File: config.mk
export PLATFORM = sky130hd
export DESIGN_NAME = call_argument_extractor_core
export DESIGN_NICKNAME = d
export VERILOG_FILES = /design/src/rtl/cae_pkg.sv /design/src/rtl/call_argument_extractor_core.sv /design/src/rtl/cae_front.sv /design/src/rtl/cae_jobq.sv /design/src/rtl/cae_back.sv
export SDC_FILE = /design/constraint.sdc
export NUM_CORES = 1
export LEC_CHECK = 0
export BUFFER_PORTS_ARGS = -buffer_cell sky130_fd_sc_hd__buf_2
export CAP_MARGIN = 20
export CORE_MARGIN = 3
export CORE_UTILIZATION = 46
export DETAILED_ROUTE_END_ITERATION = 6
export PLACE_DENSITY = 0.69
export SYNTH_ARGS = -nofsm -noshare
export SYNTH_HDL_FRONTEND = slang
export SYNTH_SLANG_ARGS = --single-unit
File: constraint.sdc
create_clock -name clk -period 4.9 [get_ports clk]
set_input_delay 0.49 -clock clk [delete_from_list [all_inputs] [get_ports clk]]
set_output_delay 0.49 -clock clk [all_outputs]
set_load 0.05 [all_outputs]
File: src/rtl/cae_pkg.sv
package cae_pkg;

    // argument buffer geometry
    localparam int ARG_DEPTH = 64;
    localparam int ADDR_W    = $clog2(ARG_DEPTH);
    localparam int CNT_W     = $clog2(ARG_DEPTH + 1);

    // register widths
    localparam int IDX_W     = 8;
    localparam int LIM_W     = 7;
    localparam int CTR_W     = 9;
    localparam int CFG_SEL_W = 2;

    // register indexes on the configuration port
    localparam logic [CFG_SEL_W-1:0] CFG_ARG_INDEX = 2'd0;
    localparam logic [CFG_SEL_W-1:0] CFG_ARG_LIMIT = 2'd1;

    // reset values of the registers
    localparam logic [IDX_W-1:0] ARG_INDEX_RST = 8'd1;
    localparam logic [LIM_W-1:0] ARG_LIMIT_RST = 7'd64;

    // argument counter saturation
    localparam logic [CTR_W-1:0] CTR_MAX = '1;

    // characters
    localparam logic [7:0] CH_NUL    = 8'h00;
    localparam logic [7:0] CH_TAB    = 8'h09;
    localparam logic [7:0] CH_SPACE  = 8'h20;
    localparam logic [7:0] CH_DQUOTE = 8'h22;
    localparam logic [7:0] CH_SQUOTE = 8'h27;
    localparam logic [7:0] CH_LPAREN = 8'h28;
    localparam logic [7:0] CH_RPAREN = 8'h29;
    localparam logic [7:0] CH_COMMA  = 8'h2C;

    // status codes
    localparam logic ST_OK    = 1'b0;
    localparam logic ST_ERROR = 1'b1;

    // buffer write from the parser
    typedef struct packed {
        logic              en;
        logic [ADDR_W-1:0] addr;
        logic [7:0]        data;
    } buf_wr_t;

    // one finished parse, handed to the drain side
    typedef struct packed {
        logic [ADDR_W-1:0] first;
        logic [CNT_W-1:0]  stop;
        logic              blank;
        logic              status;
    } job_t;

    // job queue status seen by the parser
    typedef struct packed {
        logic full;
        logic buf_job;
    } jobq_stat_t;

endpackage

File: src/rtl/call_argument_extractor_core.sv
// channel   direction  handshake              payload
// input     in         push / full            ch
// result    out        empty / pop            out_char, char_valid, last, status
// config    in         cfg_valid / cfg_ready  cfg_index, cfg_data
//
// one character is taken per cycle while the text is parsed
// a finishing ')' or ',' stalls input until the drain has read the last
// non-blank character: one result per cycle while popped, one buffer read port
// empty and error results go through the job queue without stalling input
// reset clears the parse state, job queue and result register; no clearing pass
// result stalls back up through the job queue to full
module call_argument_extractor_core
(
    input  logic                            clk,
    input  logic                            rst_n,
    input  logic                            push,
    output logic                            full,
    input  logic [7:0]                      ch,
    output logic                            empty,
    input  logic                            pop,
    output logic [7:0]                      out_char,
    output logic                            char_valid,
    output logic                            last,
    output logic                            status,
    input  logic                            cfg_valid,
    output logic                            cfg_ready,
    input  logic [cae_pkg::CFG_SEL_W-1:0]   cfg_index,
    input  logic [7:0]                      cfg_data
);

    cae_pkg::buf_wr_t     buf_wr;
    cae_pkg::job_t        job_in;
    cae_pkg::job_t        job_head;
    cae_pkg::jobq_stat_t  qstat;
    logic                 job_push;
    logic                 job_pop;
    logic                 job_valid;
    logic                 draining;
    logic                 hold;

    // parser holds on a full queue or while the buffer is still owed to drain
    assign hold = qstat.full || qstat.buf_job || draining;

    cae_front u_front
    (
        .clk       (clk),
        .rst_n     (rst_n),
        .push      (push),
        .ch        (ch),
        .hold      (hold),
        .full      (full),
        .cfg_valid (cfg_valid),
        .cfg_index (cfg_index),
        .cfg_data  (cfg_data),
        .cfg_ready (cfg_ready),
        .buf_wr    (buf_wr),
        .job_push  (job_push),
        .job_data  (job_in)
    );

    cae_jobq u_jobq
    (
        .clk      (clk),
        .rst_n    (rst_n),
        .wr_en    (job_push),
        .wr_data  (job_in),
        .rd_en    (job_pop),
        .rd_valid (job_valid),
        .rd_data  (job_head),
        .stat     (qstat)
    );

    cae_back u_back
    (
        .clk        (clk),
        .rst_n      (rst_n),
        .buf_wr     (buf_wr),
        .job_valid  (job_valid),
        .job        (job_head),
        .job_pop    (job_pop),
        .draining   (draining),
        .pop        (pop),
        .empty      (empty),
        .out_char   (out_char),
        .char_valid (char_valid),
        .last       (last),
        .status     (status)
    );

    // the buffer is never written while a drain may still read it
    a_no_write_in_drain: assert property (@(posedge clk) disable iff (!rst_n)
        buf_wr.en |-> !(draining || qstat.buf_job))
        else $error("buffer written during drain");

endmodule

File: src/rtl/cae_front.sv
module cae_front
(
    input  logic                            clk,
    input  logic                            rst_n,
    input  logic                            push,
    input  logic [7:0]                      ch,
    input  logic                            hold,
    output logic                            full,
    input  logic                            cfg_valid,
    input  logic [cae_pkg::CFG_SEL_W-1:0]   cfg_index,
    input  logic [7:0]                      cfg_data,
    output logic                            cfg_ready,
    output cae_pkg::buf_wr_t                buf_wr,
    output logic                            job_push,
    output cae_pkg::job_t                   job_data
);

    typedef enum logic [2:0] {
        PH_SEEK,
        PH_NORMAL,
        PH_DQUOTE,
        PH_SQUOTE,
        PH_DONE
    } phase_t;

    phase_t                          phase_reg, phase_next;
    logic [cae_pkg::IDX_W-1:0]       arg_index_reg;
    logic [cae_pkg::LIM_W-1:0]       arg_limit_reg;
    logic [cae_pkg::CTR_W-1:0]       arg_counter_reg, arg_counter_next;
    logic [cae_pkg::CNT_W-1:0]       fill_reg, fill_next;
    logic [cae_pkg::CNT_W-1:0]       first_reg, first_next;
    logic [cae_pkg::CNT_W-1:0]       lastnb_reg, lastnb_next;

    logic                            accept;
    logic                            selected;
    logic [cae_pkg::LIM_W-1:0]       lim;
    logic [cae_pkg::LIM_W-1:0]       cap;
    logic                            room;
    logic                            keep;
    logic                            finish;

    assign full      = hold;
    assign accept    = push && !hold;
    assign cfg_ready = 1'b1;

    // keep limit: buffer size clamped to the depth, minus one
    always_comb
    begin
        if (arg_limit_reg > cae_pkg::LIM_W'(cae_pkg::ARG_DEPTH))
        begin
            lim = cae_pkg::LIM_W'(cae_pkg::ARG_DEPTH);
        end
        else
        begin
            lim = arg_limit_reg;
        end
        cap = (lim == '0) ? '0 : lim - cae_pkg::LIM_W'(1);
    end

    assign selected = (arg_counter_reg == cae_pkg::CTR_W'(arg_index_reg));
    assign room     = (cae_pkg::LIM_W'(fill_reg) < cap);

    // character classification and parse state
    always_comb
    begin
        phase_next       = phase_reg;
        arg_counter_next = arg_counter_reg;
        fill_next        = fill_reg;
        first_next       = first_reg;
        lastnb_next      = lastnb_reg;
        keep             = 1'b0;
        finish           = 1'b0;
        job_push         = 1'b0;
        job_data.first   = first_reg[cae_pkg::ADDR_W-1:0];
        job_data.stop    = lastnb_reg;
        job_data.blank   = (lastnb_reg == '0) || (first_reg >= lastnb_reg);
        job_data.status  = cae_pkg::ST_OK;

        if (accept)
        begin
            if (ch == cae_pkg::CH_NUL)
            begin
                // terminator: report unless already finished, then clear the run
                if (phase_reg == PH_SEEK)
                begin
                    job_push       = 1'b1;
                    job_data.blank = 1'b1;
                end
                else if (phase_reg != PH_DONE)
                begin
                    job_push        = 1'b1;
                    job_data.blank  = 1'b1;
                    job_data.status = cae_pkg::ST_ERROR;
                end
                phase_next       = PH_SEEK;
                arg_counter_next = cae_pkg::CTR_W'(1);
                fill_next        = '0;
                first_next       = '0;
                lastnb_next      = '0;
            end
            else
            begin
                case (phase_reg)
                    PH_SEEK:
                    begin
                        if (ch == cae_pkg::CH_LPAREN)
                        begin
                            phase_next = PH_NORMAL;
                        end
                    end
                    PH_NORMAL:
                    begin
                        if (ch == cae_pkg::CH_RPAREN)
                        begin
                            finish = 1'b1;
                        end
                        else if (ch == cae_pkg::CH_DQUOTE)
                        begin
                            phase_next = PH_DQUOTE;
                        end
                        else if (ch == cae_pkg::CH_SQUOTE)
                        begin
                            phase_next = PH_SQUOTE;
                        end
                        else if (ch == cae_pkg::CH_COMMA)
                        begin
                            if (selected)
                            begin
                                finish = 1'b1;
                            end
                            else if (arg_counter_reg != cae_pkg::CTR_MAX)
                            begin
                                arg_counter_next = arg_counter_reg + cae_pkg::CTR_W'(1);
                            end
                        end
                        else
                        begin
                            keep = 1'b1;
                        end
                    end
                    PH_DQUOTE:
                    begin
                        if (ch == cae_pkg::CH_DQUOTE)
                        begin
                            phase_next = PH_NORMAL;
                        end
                        else
                        begin
                            keep = 1'b1;
                        end
                    end
                    PH_SQUOTE:
                    begin
                        if (ch == cae_pkg::CH_SQUOTE)
                        begin
                            phase_next = PH_NORMAL;
                        end
                        else
                        begin
                            keep = 1'b1;
                        end
                    end
                    default:
                    begin
                    end
                endcase

                if (finish)
                begin
                    job_push   = 1'b1;
                    phase_next = PH_DONE;
                end

                // store a character of the selected argument
                if (keep && selected && room)
                begin
                    fill_next = fill_reg + cae_pkg::CNT_W'(1);
                    if ((ch != cae_pkg::CH_SPACE) && (ch != cae_pkg::CH_TAB))
                    begin
                        if (lastnb_reg == '0)
                        begin
                            first_next = fill_reg;
                        end
                        lastnb_next = fill_reg + cae_pkg::CNT_W'(1);
                    end
                end
            end
        end
    end

    assign buf_wr.en   = accept && (ch != cae_pkg::CH_NUL) && keep && selected && room;
    assign buf_wr.addr = fill_reg[cae_pkg::ADDR_W-1:0];
    assign buf_wr.data = ch;

    // parse state and configuration registers
    always_ff @(posedge clk or negedge rst_n)
    begin
        if (!rst_n)
        begin
            phase_reg       <= PH_SEEK;
            arg_counter_reg <= cae_pkg::CTR_W'(1);
            fill_reg        <= '0;
            first_reg       <= '0;
            lastnb_reg      <= '0;
            arg_index_reg   <= cae_pkg::ARG_INDEX_RST;
            arg_limit_reg   <= cae_pkg::ARG_LIMIT_RST;
        end
        else
        begin
            phase_reg       <= phase_next;
            arg_counter_reg <= arg_counter_next;
            fill_reg        <= fill_next;
            first_reg       <= first_next;
            lastnb_reg      <= lastnb_next;
            if (cfg_valid && cfg_ready)
            begin
                case (cfg_index)
                    cae_pkg::CFG_ARG_INDEX: arg_index_reg <= cfg_data;
                    cae_pkg::CFG_ARG_LIMIT: arg_limit_reg <= cfg_data[cae_pkg::LIM_W-1:0];
                    default:
                    begin
                    end
                endcase
            end
        end
    end

endmodule

File: src/rtl/cae_jobq.sv
module cae_jobq
(
    input  logic                  clk,
    input  logic                  rst_n,
    input  logic                  wr_en,
    input  cae_pkg::job_t         wr_data,
    input  logic                  rd_en,
    output logic                  rd_valid,
    output cae_pkg::job_t         rd_data,
    output cae_pkg::jobq_stat_t   stat
);

    // two-entry queue: one-bit pointers that toggle on each transfer
    cae_pkg::job_t   entry_reg [2];
    logic            wptr_reg, wptr_next;
    logic            rptr_reg, rptr_next;
    logic [1:0]      count_reg, count_next;
    logic [1:0]      occ;

    assign rd_valid = (count_reg != 2'd0);
    assign rd_data  = entry_reg[rptr_reg];

    // which slots are occupied
    always_comb
    begin
        occ = '0;
        if (count_reg == 2'd2)
        begin
            occ = '1;
        end
        else if (count_reg == 2'd1)
        begin
            occ[rptr_reg] = 1'b1;
        end
    end

    // queue full, and a queued job that still has to read the buffer
    assign stat.full    = (count_reg == 2'd2);
    assign stat.buf_job = (occ[0] && !entry_reg[0].blank) || (occ[1] && !entry_reg[1].blank);

    always_comb
    begin
        wptr_next  = wr_en ? !wptr_reg : wptr_reg;
        rptr_next  = rd_en ? !rptr_reg : rptr_reg;
        count_next = count_reg + 2'(wr_en) - 2'(rd_en);
    end

    always_ff @(posedge clk or negedge rst_n)
    begin
        if (!rst_n)
        begin
            wptr_reg  <= 1'b0;
            rptr_reg  <= 1'b0;
            count_reg <= 2'd0;
        end
        else
        begin
            wptr_reg  <= wptr_next;
            rptr_reg  <= rptr_next;
            count_reg <= count_next;
        end
    end

    // job storage
    always_ff @(posedge clk)
    begin
        if (wr_en)
        begin
            entry_reg[wptr_reg] <= wr_data;
        end
    end

    // no write into a full queue without a read
    a_no_overflow: assert property (@(posedge clk) disable iff (!rst_n)
        !(wr_en && (count_reg == 2'd2) && !rd_en))
        else $error("job queue overflow");

endmodule

File: src/rtl/cae_back.sv
module cae_back
(
    input  logic                  clk,
    input  logic                  rst_n,
    input  cae_pkg::buf_wr_t      buf_wr,
    input  logic                  job_valid,
    input  cae_pkg::job_t         job,
    output logic                  job_pop,
    output logic                  draining,
    input  logic                  pop,
    output logic                  empty,
    output logic [7:0]            out_char,
    output logic                  char_valid,
    output logic                  last,
    output logic                  status
);

    typedef enum logic {
        BK_IDLE,
        BK_DRAIN
    } bstate_t;

    logic [7:0]                  mem [cae_pkg::ARG_DEPTH];

    bstate_t                     state_reg;
    logic [cae_pkg::ADDR_W-1:0]  ptr_reg;
    logic [cae_pkg::CNT_W-1:0]   stop_reg;
    logic                        out_valid_reg;
    logic [7:0]                  out_char_reg;
    logic                        char_valid_reg;
    logic                        last_reg;
    logic                        status_reg;

    logic                        pop_xfer;
    logic                        can_load;
    logic                        load_char;
    logic                        load_blank;
    logic [cae_pkg::ADDR_W-1:0]  rd_addr;
    logic [cae_pkg::CNT_W-1:0]   stop_sel;
    logic                        at_end;

    assign pop_xfer   = pop && out_valid_reg;
    assign can_load   = !out_valid_reg || pop_xfer;
    assign job_pop    = (state_reg == BK_IDLE) && can_load && job_valid;
    assign load_blank = job_pop && job.blank;
    assign load_char  = (job_pop && !job.blank) || ((state_reg == BK_DRAIN) && can_load);
    assign draining   = (state_reg == BK_DRAIN);

    // read address and end test for the character being loaded
    assign rd_addr  = (state_reg == BK_DRAIN) ? ptr_reg : job.first;
    assign stop_sel = (state_reg == BK_DRAIN) ? stop_reg : job.stop;
    assign at_end   = ((cae_pkg::CNT_W'(rd_addr) + cae_pkg::CNT_W'(1)) == stop_sel);

    // argument buffer
    always_ff @(posedge clk)
    begin
        if (buf_wr.en)
        begin
            mem[buf_wr.addr] <= buf_wr.data;
        end
    end

    // result register: buffer read, or zero for an empty result
    always_ff @(posedge clk)
    begin
        if (load_char)
        begin
            out_char_reg <= mem[rd_addr];
        end
        else if (load_blank)
        begin
            out_char_reg <= '0;
        end
    end

    // drain sequencer and result flags
    always_ff @(posedge clk or negedge rst_n)
    begin
        if (!rst_n)
        begin
            state_reg      <= BK_IDLE;
            ptr_reg        <= '0;
            stop_reg       <= '0;
            out_valid_reg  <= 1'b0;
            char_valid_reg <= 1'b0;
            last_reg       <= 1'b0;
            status_reg     <= cae_pkg::ST_OK;
        end
        else
        begin
            case (state_reg)
                BK_IDLE:
                begin
                    if (load_blank)
                    begin
                        out_valid_reg  <= 1'b1;
                        char_valid_reg <= 1'b0;
                        last_reg       <= 1'b1;
                        status_reg     <= job.status;
                    end
                    else if (load_char)
                    begin
                        out_valid_reg  <= 1'b1;
                        char_valid_reg <= 1'b1;
                        last_reg       <= at_end;
                        status_reg     <= cae_pkg::ST_OK;
                        ptr_reg        <= rd_addr + cae_pkg::ADDR_W'(1);
                        stop_reg       <= job.stop;
                        if (!at_end)
                        begin
                            state_reg <= BK_DRAIN;
                        end
                    end
                    else if (pop_xfer)
                    begin
                        out_valid_reg <= 1'b0;
                    end
                end
                BK_DRAIN:
                begin
                    if (load_char)
                    begin
                        out_valid_reg  <= 1'b1;
                        char_valid_reg <= 1'b1;
                        last_reg       <= at_end;
                        status_reg     <= cae_pkg::ST_OK;
                        ptr_reg        <= ptr_reg + cae_pkg::ADDR_W'(1);
                        if (at_end)
                        begin
                            state_reg <= BK_IDLE;
                        end
                    end
                end
                default:
                begin
                    state_reg <= BK_IDLE;
                end
            endcase
        end
    end

    assign empty      = !out_valid_reg;
    assign out_char   = out_char_reg;
    assign char_valid = char_valid_reg;
    assign last       = last_reg;
    assign status     = status_reg;

    // the drain pointer stays inside the argument
    a_ptr_in_range: assert property (@(posedge clk) disable iff (!rst_n)
        (state_reg == BK_DRAIN) |-> (cae_pkg::CNT_W'(ptr_reg) < stop_reg))
        else $error("drain pointer past end of argument");

    // an empty result always closes the run
    a_blank_is_last: assert property (@(posedge clk) disable iff (!rst_n)
        (out_valid_reg && !char_valid_reg) |-> last_reg)
        else $error("empty result not flagged last");

    // an error result never carries a character
    a_error_blank: assert property (@(posedge clk) disable iff (!rst_n)
        (out_valid_reg && (status_reg == cae_pkg::ST_ERROR)) |-> !char_valid_reg)
        else $error("error result with a character");

endmodule

==> flow_metrics.tcl <==
set metrics [dict create \
    mostFrequentLayoutCells "edfxtp_1, nand2_1, nor2_1" \
    track_usage 0.2320 \
    tns_ps 0 \
    drive_above_1_share 0.1530 \
    ant_nets 0 \
    portBuffers 35 \
    grt_overflow 0 \
    max_cap_violations 0 \
    grt_max_degree 71 \
    status "complete, no violations" \
    yosysWarnings 0 \
    critical_path_class "register to register" \
    power_density_nw_per_um2 560.6 \
    vias 15930 \
    crit_chain "nor2b_1 -> inv_1 -> ha_1 -> nor2b_1 -> o31ai_1 -> nand2_1 -> ha_1 -> a21oi_1 -> nor2b_1 -> o21ai_0 -> o2111ai_1 -> a211oi_2 -> nand3_1 -> buf_4 -> nor2_1" \
    crit_path_start_kind "register" \
    htreeDepth 3 \
    slew_viol_final 0 \
    grt_pass1_wl_mm 102.0 \
    final_common_cell "edfxtp_1" \
    die_h_um 242.9 \
    wire_per_inst_um 25.75 \
    utilization 0.5276 \
    avgSynthCellArea_sq_um 14.67 \
    start_util 0.4669 \
    async_reset_ff_frac 0.1129 \
    cts_tree "done" \
    setup_viol_count_final 0 \
    antenna_found_initial 3 \
    wl_mm 68.26 \
    cts_setup_buffers 0 \
    yosysSeqAreaShare 0.7075 \
    drtPass1Iterations 5 \
    synth_seq_cells 620 \
    worst_hold_slack_ps 29.98 \
    largest_reg_flops 512 \
    worstSkewPairLatency_ps 620 \
    worst-slew-pin-transition_ps 1051 \
    cts-resized-gates 0 \
    synth_edf_count 550 \
    critPathRequiredTime_ps 5130 \
    crit_top_cell "nor2b_1" \
    gp_congestion 0.9118 \
    clkTransAtPathRegs_ps 60 \
    clk_path_buf_depth 3 \
    place_ws_ps 740.4 \
    rsz0062_at_grt "false" \
    die_w_um 242.9 \
    slowest_stage "nor2_1" \
    slew_headroom 0.2938 \
    clock.fmax_mhz 236.9 \
    synthCells 1761 \
    drtIter0Drc 2064 \
    dp_hpwl_mm 44.39 \
    area.growth.synth_to_final_pct 12.99 \
    holdCritPathClass "input pin to async pin" \
    synthFlopType "edfxtp_1" \
    num_io_pins 37 \
    hold_viol_final 0 \
    period_needed_ps 4222 \
    first_global_vias 15690 \
    crit_arrival_ps 4460 \
    setup_ws_ps 678.3 \
    core_sq_um 55310 \
    die_area_sq_um 59020 \
    finClkSkew_ps 32.81 \
    cts_sinks 620 \
    synth_nets 1805 \
    power.total_mw 16.36 \
    cp_slowest_stage_delay_ps 670 \
    syn-cell-area_sq_um 25830 \
    leakage_nw 10.17 \
    ctsRootBufferMaster "clkbuf_16" \
    cp_max_fo 32 \
    cts_made_buffers 66 \
    via_per_inst 6.010 \
    route.detailed.drc 0 \
    fin_crit_sh 0.8616 \
    synth_cell_types 70 \
    rows 86 \
    hold_buffers 0 \
    fin_nets 1897 \
    vdd_drop_max_v 0.0003326 \
    end_kind "register" \
]
[logic make-up after synthesis]
group | share of synthesized area
adders and majority gates | 0.01017
other | 0.0001452
DFF | 0.7075
muxes | 0.09622
xor gates and xnor gates | 0.01444
and+or+nand+nor | 0.09476
buffers and inverters | 0.01977
AOI/OAI and AO/OA | 0.05702
[cell type report]
type | instances | area (sq um)
diodes | 1 | 2.502
clock buffers | 87 | 1730
clock inverters | 30 | 357.8
fillers | 4482 | 26130
inverters | 31 | 123.9
multi-input cells | 1031 | 7061
flip-flops and latches | 620 | 18270
well taps | 748 | 935.9
repair buffers | 103 | 698.2
[critical path: cells and delay by family (launching register included)]
| kind | cells | cell delay (ps) |
|---|---|---|
| AND/OR/NAND/NOR | 6 | 1120 |
| buffers and inverters | 2 | 390 |
| AO/OA/AOI/OAI | 5 | 1200 |
| flip-flops | 1 | 620 |
| adder cells (fa/ha/maj) | 2 | 520 |
[layer usage]
layer  GRT usage  vias up  routed length (um)
li1            -     6885                   -
met4      0.1098        0                3213
met5           0        -                   0
met3     0.04087      154                6095
met1      0.3195     8038               27240
met2      0.3615      855               31720
[through the flow]
step                      area [sq um]  instances
after floorplan                  25830       1761
after global placement           27080       2532
after detailed placement         27080       2532
after CTS                        29170       2649
after global routing             29180       2650
final                            29180       2651
[final timing paths]
check | start | end | slack (ps) | depth (start not counted)
worst min-delay path | rst_n | u_front.arg_counter_reg[3]$_DFFE_PN0P_ | 30 | 1
max in group asynchronous | rst_n | u_back.stop_reg[1]$_DFFE_PN0P_ | 4240 | 1
worst max-delay path | u_front.arg_limit_reg[6]$_DFFE_PN1P_ | u_back.mem[53][4]$_DFFE_PP_ | 680 | 15
worst min register to register | u_back.status$_DFF_PN0_ | u_back.status$_DFF_PN0_ | 480 | 2
worst max register to register | u_front.arg_limit_reg[6]$_DFFE_PN1P_ | u_back.mem[53][4]$_DFFE_PP_ | 680 | 15
min in group clk | cfg_data[7] | u_front.arg_index_reg[7]$_DFFE_PN0P_ | 120 | 2
[cell usage after synthesis (all sizes together) (15+ instances only)]
cell type / count / area [sq um]
a21oi: 82 / 410.4
buf: 45 / 264.0
clkbuf: 34 / 127.6
dfrtp: 67 / 1677
edfxtp: 550 / 16520
ha: 21 / 262.8
inv: 31 / 118.9
mux2: 32 / 367.9
mux2i: 99 / 991.0
mux4: 50 / 1126
nand2: 264 / 993.5
nand2b: 15 / 93.84
nand3: 73 / 365.4
nor2: 107 / 401.6
nor3: 37 / 195.2
nor4: 26 / 168.9
o21ai: 33 / 187.7
o22ai: 38 / 237.7
xnor2: 22 / 192.7
xor2: 18 / 157.7
[report_power, final]
| part | switching [mW] | total (mW) | leakage, nW | internal [mW] |
|---|---|---|---|---|
| logic | 3.52 | 5.44 | 3.29 | 1.92 |
| registers | 0.147 | 6.06 | 5.87 | 5.92 |
| clock network | 2.07 | 4.85 | 1.00 | 2.78 |
| total | 5.73 | 16.4 | 10.2 | 10.6 |
Note: power is estimated with default switching activity, not from simulation.
